`src/design/irqva_pkg.sv`:
```
// ----------------------------------------------------------------------------
// irqva_pkg
// Shared types and constants of the irq vector slot allocator.
// ----------------------------------------------------------------------------
package irqva_pkg;

  localparam int unsigned IRQ_W  = 9;
  localparam int unsigned SLOT_W = 5;
  localparam int unsigned IDX_W  = 8;

  localparam logic [SLOT_W-1:0] NO_SLOT = '1;

  localparam logic [IRQ_W-1:0] MSI_BASE_RST    = 9'd128;
  localparam logic [IRQ_W-1:0] VECTOR_BASE_RST = 9'd64;
  localparam logic [IRQ_W-1:0] MSI_COUNT_RST   = 9'd192;

  // MSI bitmap is searched in groups of this size
  localparam int unsigned MSI_GROUP   = 16;
  localparam int unsigned MSI_GROUP_W = 4;

  localparam int unsigned CMD_QUEUE_DEPTH = 2;
  localparam int unsigned RSP_QUEUE_DEPTH = 2;

  typedef enum logic [1:0] {
    MODE_MSI_CREATE     = 2'd0,
    MODE_MSI_DESTROY    = 2'd1,
    MODE_DIRECT_CREATE  = 2'd2,
    MODE_DIRECT_DESTROY = 2'd3
  } mode_e;

  typedef enum logic [1:0] {
    ST_OK         = 2'd0,
    ST_NO_SPACE   = 2'd1,
    ST_NOT_MAPPED = 2'd2,
    ST_RANGE      = 2'd3
  } status_e;

  typedef enum logic [1:0] {
    REG_MSI_BASE    = 2'd0,
    REG_VECTOR_BASE = 2'd1,
    REG_MSI_COUNT   = 2'd2
  } cfg_reg_e;

  typedef enum logic {
    BK_IDLE,
    BK_EXEC
  } back_state_e;

  typedef struct packed {
    mode_e            mode;
    logic [IRQ_W-1:0] irq_number;
    logic             with_ipi;
  } req_t;

  typedef struct packed {
    status_e           status;
    logic [IRQ_W-1:0]  irq_out;
    logic [SLOT_W-1:0] direct_slot;
    logic              direct_done;
  } rsp_t;

  typedef struct packed {
    logic [IRQ_W-1:0] msi_base;
    logic [IRQ_W-1:0] vector_base;
    logic [IRQ_W-1:0] msi_active;  // msi_count clamped to the bitmap size
  } cfg_t;

  // Classified command handed from front to back
  typedef struct packed {
    mode_e            mode;
    logic [IRQ_W-1:0] irq;
    logic             ipi;
    logic             range_err;
    logic [IDX_W-1:0] vec;
    logic [IDX_W-1:0] msi_slot;
  } cmd_t;

endpackage

```
`src/design/irqva_ram.sv`:
```
// ----------------------------------------------------------------------------
// irqva_ram
// Generic single write port, single read port RAM with registered read.
// ----------------------------------------------------------------------------
module irqva_ram #(
  parameter int unsigned WIDTH = 8,
  parameter int unsigned DEPTH = 16
) (
  input  logic                                     clk_i,
  input  logic                                     we_i,
  input  logic [((DEPTH > 1) ? $clog2(DEPTH) : 1)-1:0] waddr_i,
  input  logic [WIDTH-1:0]                         wdata_i,
  input  logic [((DEPTH > 1) ? $clog2(DEPTH) : 1)-1:0] raddr_i,
  output logic [WIDTH-1:0]                         rdata_o
);

  logic [WIDTH-1:0] mem_q [DEPTH];
  logic [WIDTH-1:0] rdata_q;

  always_ff @(posedge clk_i) begin
    if (we_i) begin
      mem_q[waddr_i] <= wdata_i;
    end
    rdata_q <= mem_q[raddr_i];
  end

  assign rdata_o = rdata_q;

endmodule

```
`src/design/irqva_fifo.sv`:
```
// ----------------------------------------------------------------------------
// irqva_fifo
// Small register FIFO used between front and back and on the result side.
// ----------------------------------------------------------------------------
module irqva_fifo #(
  parameter int unsigned WIDTH = 8,
  parameter int unsigned DEPTH = 2
) (
  input  logic             clk_i,
  input  logic             rst_ni,
  input  logic             push_i,
  input  logic [WIDTH-1:0] wdata_i,
  output logic             full_o,
  input  logic             pop_i,
  output logic [WIDTH-1:0] rdata_o,
  output logic             empty_o
);

  localparam int unsigned PtrW = (DEPTH > 1) ? $clog2(DEPTH) : 1;
  localparam int unsigned CntW = $clog2(DEPTH + 1);

  logic [WIDTH-1:0] mem_q [DEPTH];
  logic [PtrW-1:0]  wr_ptr_q, wr_ptr_d;
  logic [PtrW-1:0]  rd_ptr_q, rd_ptr_d;
  logic [CntW-1:0]  cnt_q, cnt_d;
  logic             do_push, do_pop;

  assign full_o  = (cnt_q == CntW'(DEPTH));
  assign empty_o = (cnt_q == '0);
  assign do_push = push_i && !full_o;
  assign do_pop  = pop_i && !empty_o;
  assign rdata_o = mem_q[rd_ptr_q];

  always_comb begin
    wr_ptr_d = wr_ptr_q;
    rd_ptr_d = rd_ptr_q;
    cnt_d    = cnt_q;
    if (do_push) begin
      wr_ptr_d = (wr_ptr_q == PtrW'(DEPTH - 1)) ? '0 : wr_ptr_q + 1'b1;
    end
    if (do_pop) begin
      rd_ptr_d = (rd_ptr_q == PtrW'(DEPTH - 1)) ? '0 : rd_ptr_q + 1'b1;
    end
    if (do_push && !do_pop) begin
      cnt_d = cnt_q + 1'b1;
    end else if (!do_push && do_pop) begin
      cnt_d = cnt_q - 1'b1;
    end
  end

  always_ff @(posedge clk_i or negedge rst_ni) begin
    if (!rst_ni) begin
      wr_ptr_q <= '0;
      rd_ptr_q <= '0;
      cnt_q    <= '0;
    end else begin
      wr_ptr_q <= wr_ptr_d;
      rd_ptr_q <= rd_ptr_d;
      cnt_q    <= cnt_d;
    end
  end

  always_ff @(posedge clk_i) begin
    if (do_push) begin
      mem_q[wr_ptr_q] <= wdata_i;
    end
  end

  a_cnt_bound: assert property (@(posedge clk_i) disable iff (!rst_ni)
    cnt_q <= CntW'(DEPTH))
    else $error("fifo count beyond depth");

  a_drain: assert property (@(posedge clk_i) disable iff (!rst_ni)
    (do_pop && !do_push && cnt_q == CntW'(1)) |=> empty_o)
    else $error("fifo not empty after last entry popped");

endmodule

```
`src/design/irqva_front.sv`:
```
// ----------------------------------------------------------------------------
// irqva_front
// Accepts requests and classifies them: io vector index, MSI slot of a
// destroy and the range checks that do not depend on allocator state.
// ----------------------------------------------------------------------------
module irqva_front #(
  parameter int unsigned IO_VECTORS = 256
) (
  input  irqva_pkg::cfg_t cfg_i,
  input  logic            push_i,
  input  irqva_pkg::req_t req_i,
  input  logic            cmd_full_i,
  output logic            cmd_push_o,
  output irqva_pkg::cmd_t cmd_o
);

  logic [irqva_pkg::IRQ_W-1:0] vec_diff;
  logic [irqva_pkg::IRQ_W-1:0] msi_diff;
  logic                        vec_ok;
  logic                        msi_ok;

  assign cmd_push_o = push_i && !cmd_full_i;

  always_comb begin
    vec_diff = req_i.irq_number - cfg_i.vector_base;
    msi_diff = req_i.irq_number - cfg_i.msi_base;
    vec_ok   = (req_i.irq_number >= cfg_i.vector_base) &&
               ({1'b0, vec_diff} < 10'(IO_VECTORS));
    msi_ok   = (req_i.irq_number >= cfg_i.msi_base) &&
               (msi_diff < cfg_i.msi_active);

    cmd_o.mode      = req_i.mode;
    cmd_o.irq       = req_i.irq_number;
    cmd_o.ipi       = req_i.with_ipi;
    cmd_o.vec       = vec_diff[irqva_pkg::IDX_W-1:0];
    cmd_o.msi_slot  = msi_diff[irqva_pkg::IDX_W-1:0];
    cmd_o.range_err = 1'b0;
    case (req_i.mode)
      irqva_pkg::MODE_MSI_CREATE: begin
        // irq comes from the bitmap search; checked in the back end
        cmd_o.range_err = 1'b0;
      end
      irqva_pkg::MODE_MSI_DESTROY: begin
        cmd_o.range_err = !msi_ok || (req_i.with_ipi && !vec_ok);
      end
      irqva_pkg::MODE_DIRECT_CREATE,
      irqva_pkg::MODE_DIRECT_DESTROY: begin
        cmd_o.range_err = !vec_ok;
      end
      default: begin
        cmd_o.range_err = 1'b1;
      end
    endcase
  end

endmodule

```
`src/design/irqva_back.sv`:
```
// ----------------------------------------------------------------------------
// irqva_back
// Executes classified commands: MSI bitmap search, direct-route slot
// allocation and the vector-to-slot map (RAM plus per-entry valid bits).
// ----------------------------------------------------------------------------
module irqva_back #(
  parameter int unsigned DIRECT_SLOTS = 26,
  parameter int unsigned MSI_SLOTS    = 256,
  parameter int unsigned IO_VECTORS   = 256
) (
  input  logic            clk_i,
  input  logic            rst_ni,
  input  irqva_pkg::cfg_t cfg_i,
  input  logic            cmd_empty_i,
  input  irqva_pkg::cmd_t cmd_i,
  output logic            cmd_pop_o,
  input  logic            rsp_full_i,
  output logic            rsp_push_o,
  output irqva_pkg::rsp_t rsp_o
);

  localparam int unsigned VecW    = (IO_VECTORS > 1) ? $clog2(IO_VECTORS) : 1;
  localparam int unsigned MsiW    = (MSI_SLOTS > 1) ? $clog2(MSI_SLOTS) : 1;
  localparam int unsigned NumGrp  = (MSI_SLOTS + irqva_pkg::MSI_GROUP - 1) /
                                    irqva_pkg::MSI_GROUP;
  localparam int unsigned PadBits = NumGrp * irqva_pkg::MSI_GROUP;

  irqva_pkg::back_state_e state_q, state_d;
  irqva_pkg::cmd_t        cmd_q;

  logic [MSI_SLOTS-1:0]    msi_used_q;
  logic [DIRECT_SLOTS-1:0] direct_used_q, direct_used_d;
  logic [IO_VECTORS-1:0]   vmap_valid_q;

  // first-level search results, registered per group
  logic [PadBits-1:0]                 msi_free_pad;
  logic [NumGrp-1:0]                  grp_any_d, grp_any_q;
  logic [irqva_pkg::MSI_GROUP_W-1:0]  grp_idx_d [NumGrp];
  logic [irqva_pkg::MSI_GROUP_W-1:0]  grp_idx_q [NumGrp];

  logic                         msi_found;
  logic [irqva_pkg::IRQ_W-1:0]  msi_slot;
  logic                         dir_found;
  logic [irqva_pkg::SLOT_W-1:0] dir_free;

  logic [irqva_pkg::IRQ_W:0]    alloc_irq;
  logic [irqva_pkg::IRQ_W-1:0]  alloc_vdiff;
  logic                         alloc_vec_ok;

  logic                         mapped;
  logic                         msi_wr, msi_val;
  logic [MsiW-1:0]              msi_idx;
  logic                         vmap_wr, vmap_val;
  logic [VecW-1:0]              vmap_idx;

  logic                         ram_we;
  logic [irqva_pkg::SLOT_W-1:0] ram_rdata;

  irqva_ram #(
    .WIDTH (irqva_pkg::SLOT_W),
    .DEPTH (IO_VECTORS)
  ) u_vmap_ram (
    .clk_i   (clk_i),
    .we_i    (ram_we),
    .waddr_i (vmap_idx),
    .wdata_i (dir_free),
    .raddr_i (cmd_i.vec[VecW-1:0]),
    .rdata_o (ram_rdata)
  );

  assign cmd_pop_o  = (state_q == irqva_pkg::BK_IDLE) && !cmd_empty_i && !rsp_full_i;
  assign rsp_push_o = (state_q == irqva_pkg::BK_EXEC);

  // Per-group free search over the active part of the MSI bitmap
  always_comb begin
    for (int i = 0; i < PadBits; i++) begin
      msi_free_pad[i] = 1'b0;
      if (i < MSI_SLOTS) begin
        msi_free_pad[i] = !msi_used_q[i] && (10'(i) < {1'b0, cfg_i.msi_active});
      end
    end
    for (int g = 0; g < NumGrp; g++) begin
      grp_any_d[g] = 1'b0;
      grp_idx_d[g] = '0;
      for (int b = irqva_pkg::MSI_GROUP - 1; b >= 0; b--) begin
        if (msi_free_pad[g * irqva_pkg::MSI_GROUP + b]) begin
          grp_any_d[g] = 1'b1;
          grp_idx_d[g] = irqva_pkg::MSI_GROUP_W'(b);
        end
      end
    end
  end

  // Second level: lowest group with a free slot; lowest free direct slot
  always_comb begin
    msi_found = 1'b0;
    msi_slot  = '0;
    for (int g = NumGrp - 1; g >= 0; g--) begin
      if (grp_any_q[g]) begin
        msi_found = 1'b1;
        msi_slot  = irqva_pkg::IRQ_W'(g * irqva_pkg::MSI_GROUP) +
                    irqva_pkg::IRQ_W'(grp_idx_q[g]);
      end
    end
    dir_found = 1'b0;
    dir_free  = irqva_pkg::NO_SLOT;
    for (int d = DIRECT_SLOTS - 1; d >= 0; d--) begin
      if (!direct_used_q[d]) begin
        dir_found = 1'b1;
        dir_free  = irqva_pkg::SLOT_W'(d);
      end
    end
  end

  always_comb begin
    alloc_irq    = {1'b0, cfg_i.msi_base} + {1'b0, msi_slot};
    alloc_vdiff  = alloc_irq[irqva_pkg::IRQ_W-1:0] - cfg_i.vector_base;
    alloc_vec_ok = (alloc_irq[irqva_pkg::IRQ_W-1:0] >= cfg_i.vector_base) &&
                   ({1'b0, alloc_vdiff} < 10'(IO_VECTORS));
    mapped       = vmap_valid_q[cmd_q.vec[VecW-1:0]] &&
                   (ram_rdata < irqva_pkg::SLOT_W'(DIRECT_SLOTS));
  end

  always_comb begin
    state_d       = state_q;
    direct_used_d = direct_used_q;
    msi_wr        = 1'b0;
    msi_val       = 1'b0;
    msi_idx       = cmd_q.msi_slot[MsiW-1:0];
    vmap_wr       = 1'b0;
    vmap_val      = 1'b0;
    vmap_idx      = cmd_q.vec[VecW-1:0];
    ram_we        = 1'b0;

    rsp_o.status      = irqva_pkg::ST_OK;
    rsp_o.irq_out     = cmd_q.irq;
    rsp_o.direct_slot = irqva_pkg::NO_SLOT;
    rsp_o.direct_done = 1'b0;

    case (state_q)
      irqva_pkg::BK_IDLE: begin
        if (cmd_pop_o) begin
          state_d = irqva_pkg::BK_EXEC;
        end
      end
      irqva_pkg::BK_EXEC: begin
        state_d = irqva_pkg::BK_IDLE;
        case (cmd_q.mode)
          irqva_pkg::MODE_MSI_CREATE: begin
            rsp_o.irq_out = '0;
            msi_idx       = msi_slot[MsiW-1:0];
            vmap_idx      = alloc_vdiff[VecW-1:0];
            if (!msi_found) begin
              rsp_o.status = irqva_pkg::ST_NO_SPACE;
            end else if (alloc_irq[irqva_pkg::IRQ_W] || (cmd_q.ipi && !alloc_vec_ok)) begin
              rsp_o.status = irqva_pkg::ST_RANGE;
            end else begin
              msi_wr        = 1'b1;
              msi_val       = 1'b1;
              rsp_o.irq_out = alloc_irq[irqva_pkg::IRQ_W-1:0];
              // a full direct pool still leaves the MSI allocated
              if (cmd_q.ipi && dir_found) begin
                direct_used_d     = direct_used_q | (DIRECT_SLOTS'(1) << dir_free);
                vmap_wr           = 1'b1;
                vmap_val          = 1'b1;
                ram_we            = 1'b1;
                rsp_o.direct_slot = dir_free;
                rsp_o.direct_done = 1'b1;
              end
            end
          end
          irqva_pkg::MODE_DIRECT_CREATE: begin
            if (cmd_q.range_err) begin
              rsp_o.status = irqva_pkg::ST_RANGE;
            end else if (!dir_found) begin
              rsp_o.status = irqva_pkg::ST_NO_SPACE;
            end else begin
              direct_used_d     = direct_used_q | (DIRECT_SLOTS'(1) << dir_free);
              vmap_wr           = 1'b1;
              vmap_val          = 1'b1;
              ram_we            = 1'b1;
              rsp_o.direct_slot = dir_free;
              rsp_o.direct_done = 1'b1;
            end
          end
          irqva_pkg::MODE_MSI_DESTROY,
          irqva_pkg::MODE_DIRECT_DESTROY: begin
            if (cmd_q.range_err) begin
              rsp_o.status = irqva_pkg::ST_RANGE;
            end else begin
              if (cmd_q.mode == irqva_pkg::MODE_DIRECT_DESTROY || cmd_q.ipi) begin
                if (!mapped) begin
                  rsp_o.status = irqva_pkg::ST_NOT_MAPPED;
                end else begin
                  direct_used_d     = direct_used_q & ~(DIRECT_SLOTS'(1) << ram_rdata);
                  vmap_wr           = 1'b1;  // clearing valid reads back as unmapped
                  rsp_o.direct_slot = ram_rdata;
                  rsp_o.direct_done = 1'b1;
                end
              end
              if (cmd_q.mode == irqva_pkg::MODE_MSI_DESTROY) begin
                msi_wr = 1'b1;
              end
            end
          end
          default: begin
            rsp_o.status = irqva_pkg::ST_RANGE;
          end
        endcase
      end
      default: begin
        state_d = irqva_pkg::BK_IDLE;
      end
    endcase
  end

  always_ff @(posedge clk_i or negedge rst_ni) begin
    if (!rst_ni) begin
      state_q       <= irqva_pkg::BK_IDLE;
      msi_used_q    <= '0;
      direct_used_q <= '0;
      vmap_valid_q  <= '0;
    end else begin
      state_q       <= state_d;
      direct_used_q <= direct_used_d;
      if (msi_wr) begin
        msi_used_q[msi_idx] <= msi_val;
      end
      if (vmap_wr) begin
        vmap_valid_q[vmap_idx] <= vmap_val;
      end
    end
  end

  always_ff @(posedge clk_i) begin
    if (cmd_pop_o) begin
      cmd_q     <= cmd_i;
      grp_any_q <= grp_any_d;
      grp_idx_q <= grp_idx_d;
    end
  end

  a_pop_then_result: assert property (@(posedge clk_i) disable iff (!rst_ni)
    cmd_pop_o |=> rsp_push_o)
    else $error("command popped without a result next cycle");

  a_result_room: assert property (@(posedge clk_i) disable iff (!rst_ni)
    rsp_push_o |-> !rsp_full_i)
    else $error("result pushed into a full queue");

  a_done_ok: assert property (@(posedge clk_i) disable iff (!rst_ni)
    (rsp_push_o && rsp_o.direct_done) |->
      (rsp_o.status == irqva_pkg::ST_OK &&
       rsp_o.direct_slot < irqva_pkg::SLOT_W'(DIRECT_SLOTS)))
    else $error("direct slot reported on a failed or invalid slot");

endmodule

```
`src/design/irq_vector_slot_allocator.sv`:
```
// The back end latches each request from the command queue and executes it in its
//   EXEC state; it takes no new one until it has pushed the result, owing to its
//   read-then-write of the vector map RAM and the two-level MSI bitmap search.
// Reset: clears all slot bitmaps and map valid bits at once (no clearing pass),
//   loads msi_base 128, vector_base 64, msi_count 192; queues come up empty.
// ----------------------------------------------------------------------------
// irq_vector_slot_allocator
// First-fit allocator of MSI irq numbers and direct-route slots, with a
// front classifier, a command queue, an execution back end and a result queue.
// ----------------------------------------------------------------------------
module irq_vector_slot_allocator #(
  parameter int unsigned DIRECT_SLOTS = 26,
  parameter int unsigned MSI_SLOTS    = 256,
  parameter int unsigned IO_VECTORS   = 256
) (
  input  logic                        clk_i,
  input  logic                        rst_ni,
  input  logic                        push,
  output logic                        full,
  input  irqva_pkg::req_t             req_i,
  output logic                        empty,
  input  logic                        pop,
  output irqva_pkg::rsp_t             rsp_o,
  input  logic                        cfg_valid,
  output logic                        cfg_ready,
  input  logic [1:0]                  cfg_index_i,
  input  logic [irqva_pkg::IRQ_W-1:0] cfg_data_i
);

  logic [irqva_pkg::IRQ_W-1:0] msi_base_q, vector_base_q, msi_count_q;
  irqva_pkg::cfg_t             cfg;

  logic                          cmd_push, cmd_full, cmd_pop, cmd_empty;
  irqva_pkg::cmd_t               cmd_in, cmd_head;
  logic [$bits(irqva_pkg::cmd_t)-1:0] cmd_rdata;

  logic                          rsp_push, rsp_full;
  irqva_pkg::rsp_t               rsp_in;
  logic [$bits(irqva_pkg::rsp_t)-1:0] rsp_rdata;

  assign cfg_ready = 1'b1;

  always_ff @(posedge clk_i or negedge rst_ni) begin
    if (!rst_ni) begin
      msi_base_q    <= irqva_pkg::MSI_BASE_RST;
      vector_base_q <= irqva_pkg::VECTOR_BASE_RST;
      msi_count_q   <= irqva_pkg::MSI_COUNT_RST;
    end else if (cfg_valid && cfg_ready) begin
      case (irqva_pkg::cfg_reg_e'(cfg_index_i))
        irqva_pkg::REG_MSI_BASE:    msi_base_q    <= cfg_data_i;
        irqva_pkg::REG_VECTOR_BASE: vector_base_q <= cfg_data_i;
        irqva_pkg::REG_MSI_COUNT:   msi_count_q   <= cfg_data_i;
        default: ;
      endcase
    end
  end

  always_comb begin
    cfg.msi_base    = msi_base_q;
    cfg.vector_base = vector_base_q;
    cfg.msi_active  = ({1'b0, msi_count_q} > 10'(MSI_SLOTS)) ?
                      irqva_pkg::IRQ_W'(MSI_SLOTS) : msi_count_q;
  end

  irqva_front #(
    .IO_VECTORS (IO_VECTORS)
  ) u_front (
    .cfg_i      (cfg),
    .push_i     (push),
    .req_i      (req_i),
    .cmd_full_i (cmd_full),
    .cmd_push_o (cmd_push),
    .cmd_o      (cmd_in)
  );

  assign full = cmd_full;

  irqva_fifo #(
    .WIDTH ($bits(irqva_pkg::cmd_t)),
    .DEPTH (irqva_pkg::CMD_QUEUE_DEPTH)
  ) u_cmd_fifo (
    .clk_i   (clk_i),
    .rst_ni  (rst_ni),
    .push_i  (cmd_push),
    .wdata_i (cmd_in),
    .full_o  (cmd_full),
    .pop_i   (cmd_pop),
    .rdata_o (cmd_rdata),
    .empty_o (cmd_empty)
  );

  assign cmd_head = irqva_pkg::cmd_t'(cmd_rdata);

  irqva_back #(
    .DIRECT_SLOTS (DIRECT_SLOTS),
    .MSI_SLOTS    (MSI_SLOTS),
    .IO_VECTORS   (IO_VECTORS)
  ) u_back (
    .clk_i       (clk_i),
    .rst_ni      (rst_ni),
    .cfg_i       (cfg),
    .cmd_empty_i (cmd_empty),
    .cmd_i       (cmd_head),
    .cmd_pop_o   (cmd_pop),
    .rsp_full_i  (rsp_full),
    .rsp_push_o  (rsp_push),
    .rsp_o       (rsp_in)
  );

  irqva_fifo #(
    .WIDTH ($bits(irqva_pkg::rsp_t)),
    .DEPTH (irqva_pkg::RSP_QUEUE_DEPTH)
  ) u_rsp_fifo (
    .clk_i   (clk_i),
    .rst_ni  (rst_ni),
    .push_i  (rsp_push),
    .wdata_i (rsp_in),
    .full_o  (rsp_full),
    .pop_i   (pop),
    .rdata_o (rsp_rdata),
    .empty_o (empty)
  );

  assign rsp_o = irqva_pkg::rsp_t'(rsp_rdata);

endmodule
```
`config.mk`:
```
export PLATFORM = sky130hd
export DESIGN_NAME = irq_vector_slot_allocator
export DESIGN_NICKNAME = d
export VERILOG_FILES = /design/src/design/irqva_pkg.sv /design/src/design/irqva_ram.sv /design/src/design/irqva_fifo.sv /design/src/design/irqva_front.sv /design/src/design/irqva_back.sv /design/src/design/irq_vector_slot_allocator.sv
export SDC_FILE = /design/constraint.sdc
export NUM_CORES = 2
export LEC_CHECK = 0
export ABC_CLOCK_PERIOD_IN_PS = 24300
export BUFFER_PORTS_ARGS = -buffer_cell sky130_fd_sc_hd__buf_4
export CAP_MARGIN = 10
export CORE_AREA = 10 10 393 395
export CTS_BUF_LIST = sky130_fd_sc_hd__clkbuf_4 sky130_fd_sc_hd__clkbuf_8 sky130_fd_sc_hd__clkbuf_16
export CTS_CLUSTER_DIAMETER = 80
export DETAILED_ROUTE_END_ITERATION = 8
export DIE_AREA = 0 0 403 405
export PLACE_DENSITY = 0.84
export SYNTH_ARGS = -nofsm -noshare
export SYNTH_HDL_FRONTEND = slang
export SYNTH_SLANG_ARGS = --single-unit
```
`constraint.sdc`:
```
create_clock -name clk_i -period 24.3 [get_ports clk_i]
set_input_delay 4.86 -clock clk_i [delete_from_list [all_inputs] [get_ports clk_i]]
set_output_delay 4.86 -clock clk_i [all_outputs]
set_load 0.01 [all_outputs]
```
==> impl_metrics.ini <==
[synth]
yosys-top-cells-count = 1551 x nand2_1, 1481 x edfxtp_1, 899 x o21ai_0
synth_cells = 8397
synthesis.nets = 8474
synth_warnings = 0
yosys_most_used_dff = edfxtp_1
async_flop_share_pct = 27.9
synth_seq_area_share_pct = 63.2
synth_most_common_cell = nand2_1
synth_top_area_share_pct = 47.7
ys_types = 105
synth-edff-count = 1481
syn-cell-area_sq_um = 93200
synth_top_area_cell = edfxtp_1
ys_top_cells_by_area = edfxtp_1 48%, dfrtp_1 15%, nand2_1 6.2%
syn_area_per_cell_sq_um = 11.1
ys_seq_elements = 2060

[die]
fp.dieW_um = 403
io_pins = 48
core_sq_um = 147000
die_h_um = 405
start_util_pct = 63.5
row_count = 141
die-area_sq_um = 163000

[timing]
period_needed_ns = 7.84
whs_ns = 0.502
drv_slew = 0
rsz0062_at_grt = no
fin_skew_ns = 0.0533
max_slew_margin_pct = 17.1
tightest_slew_ns = 1.24
post-route-period-util_pct = 32.3
max_freq_mhz = 128
setup_violations = 0
finalHoldViolCount = 0
fin_tns_setup_ns = 0

[worst_hold_path]
hp-class = reg -> reg

[final_layout]
drive_gt1_share_pct = 9.78
area_delta_synth_final_pct = 9.12
fin_nets = 8235

[clock_network]
clk_pin_slew_ns = 0.06
post_cts_buffers = 0
cts.sinks = 2060
ctsHoldBuffers = 0
cts_tree = built
cts_max_level = 4
ctsResizeCount = 0
clockBufferDepth = 3
clk_latency_ns = 0.87
cts_buffers = 200
cts_root_buffer = clkbuf_16

[routing]
route.detailed.drc = 0
drt-wirelength-per-cell_um = 26.7
route.top_layer_used = met4
drt-initial-drc-count = 10800
wl_met1_um = 95200
viasPerCell = 6.96
dr.pass1.iters = 8
wirelength_um = 274000
wl_met3_um = 32200
vias = 71400
ant_nets = 0
wl_met2_um = 127000

[worst_setup_path]
cp_data_arrival_time_ns = 8.50
startpoint_type = flop
crit_slowest_cell = o21ai_1
critical-path-max-stage-delay_ns = 0.71
crit_fanout = 46
crit_type = reg -> reg
critPathCaptureType = flop
cp.required_ns = 24.96
cp_cell_sequence = a211oi_1 -> o21ai_0 -> a221oi_1 -> o211ai_1 -> a31o_2 -> mux2i_1 -> o21ai_0 -> fa_1 -> a21o_1 -> a21oi_1 -> o21bai_1 -> a21oi_1 -> xnor2_1 -> ha_1 -> nand2_1 -> o21ba_2 -> o41ai_1 -> a221oi_1 -> o21ai_1 -> o21ai_1 -> nand3_2 -> buf_4 -> o21ai_0 -> o21ai_0
path_common_cell = o21ai_0

[pwr]
cellPowerDensity_nw_per_um2 = 119
peakVddDrop_v = 0.000107
total_leakage_power_nw = 37.1

[flow_run]
cap_violations = 0

[global_routing]
grt-ovfl-total = 0
grt_max_degree = 204
grt_pass1_wl_um = 412000
first_global_vias = 68800
grt_usage_pct = 32.6
antenna_found_initial = 2

[placement]
port_buffers = 46
hpwl_um = 167000
place_congestion = 1.02

[outcome]
status = complete, no violations
[cell families (layout without fill, tap and decap cells)]
family                   count (synthesis)  after routing  share of synthesized area (%)
buffers and inverters                  729            665                           3.11
adder cells (fa/ha/maj)                 50             50                          0.701
AND/OR/NAND/NOR                       3221           3221                           15.2
flip-flops                            2060           2060                           63.2
XOR/XNOR                                31             31                          0.291
other                                    1              2                        0.00402
multiplexers                           273            273                           3.93
AO/OA/AOI/OAI                         2032           2032                           13.5
[per-layer routing]
| metal | GRT usage, % | vias up |
|---|---|---|
| met1 | 40.9 | 34300 |
| met5 | 0 | - |
| li1 | - | 30500 |
| met2 | 51.8 | 5495 |
| met4 | 20.4 | 0 |
| met3 | 7.31 | 1176 |
[layout by cell type, fill, tap and decap left out, types with 26 or more instances in the layout]
master,count
a211oi_1,27
a21o_1,26
a21oi_1,301
a22oi_1,34
a311oi_1,199
a31oi_1,68
and3_1,102
buf_4,175
clkbuf_16,207
clkbuf_4,46
clkinv_1,34
clkinv_2,38
dfrtp_1,568
edfxtp_1,1481
ha_1,45
inv_1,91
mux2_2,126
mux2i_1,85
mux4_2,41
nand2_1,1535
nand2b_1,39
nand3_1,616
nand4_1,28
nor2_1,532
nor2b_1,51
nor3_1,109
o21ai_0,898
o31ai_1,223
or2_2,36
[area by class of cell]
class / instances / area, sq um
diodes: 1 / 2.50
clock buffers: 271 / 5770
clock inverters: 106 / 1020
fillers: 9760 / 45100
inverters: 97 / 380
multi-input cells: 5608 / 31600
flip-flops and latches: 2060 / 58900
well taps: 1930 / 2410
repair buffers: 191 / 1580
[power by group]
group	total (mW)	switching (mW)	leakage (nW)	internal (mW)
logic	4.26	3.17	12.2	1.09
clock network	3.16	1.37	3.37	1.79
registers	4.66	0.209	21.5	4.45
[state kept, by name, summed over array words and instances, names as in the netlist, 2 cells and up]
signal,count
u_cmd_fifo.mem_q,58
u_rsp_fifo.mem_q,34
u_back.direct_used_q,26
u_back.vmap_valid_q,256
u_back.cmd_q,29
u_back.u_vmap_ram.rdata_o,5
u_cmd_fifo.cnt_q,2
msi_base_q,9
u_back.msi_used_q,256
vector_base_q,9
u_rsp_fifo.cnt_q,2
u_back.grp_idx_q,64
u_back.grp_any_q,16
msi_count_q,9
u_back.u_vmap_ram.mem_q,1280
[critical path: cells and delay by family (launching register included)]
kind | cells | cell delay, ns
xor+xnor | 1 | 0.15
simple gates | 2 | 0.61
flops | 1 | 0.54
compound gates | 17 | 4.69
buf+inv | 1 | 0.45
fa+ha+maj | 2 | 0.84
mux | 1 | 0.30
[metrics by stage]
step	std cells	power, mW	cell area, sq um	setup slack [ns]	utilization [%]
after floorplan	8397	7.38	93200	6.30	-
after detailed placement	9883	8.78	94900	16.40	64.7
after CTS	10300	11.9	102000	16.68	69.3
after global routing	10300	12.5	102000	16.10	69.3
after global placement	9883	8.65	94900	16.33	64.7
final	10300	12.1	102000	16.46	69.3
[worst paths after layout]
path	start	end	slack [ns]	depth (start not counted)
max	u_back.grp_any_q[12]$_SDFFCE_PP1P_	u_back.vmap_valid_q[116]$_DFFE_PN0P_	16.46	24
min	u_rsp_fifo.wr_ptr_q$_DFFE_PN0P_	u_rsp_fifo.wr_ptr_q$_DFFE_PN0P_	0.50	1
max reg2reg	u_back.grp_any_q[12]$_SDFFCE_PP1P_	u_back.vmap_valid_q[116]$_DFFE_PN0P_	16.46	24
min reg2reg	u_rsp_fifo.wr_ptr_q$_DFFE_PN0P_	u_rsp_fifo.wr_ptr_q$_DFFE_PN0P_	0.50	1
max in group asynchronous	rst_ni	u_back.direct_used_q[0]$_DFFE_PN0P_	17.97	3
min in group asynchronous	rst_ni	u_back.msi_used_q[74]$_DFFE_PN0P_	4.07	1
No activity file was read; power rests on OpenSTA's default activity.
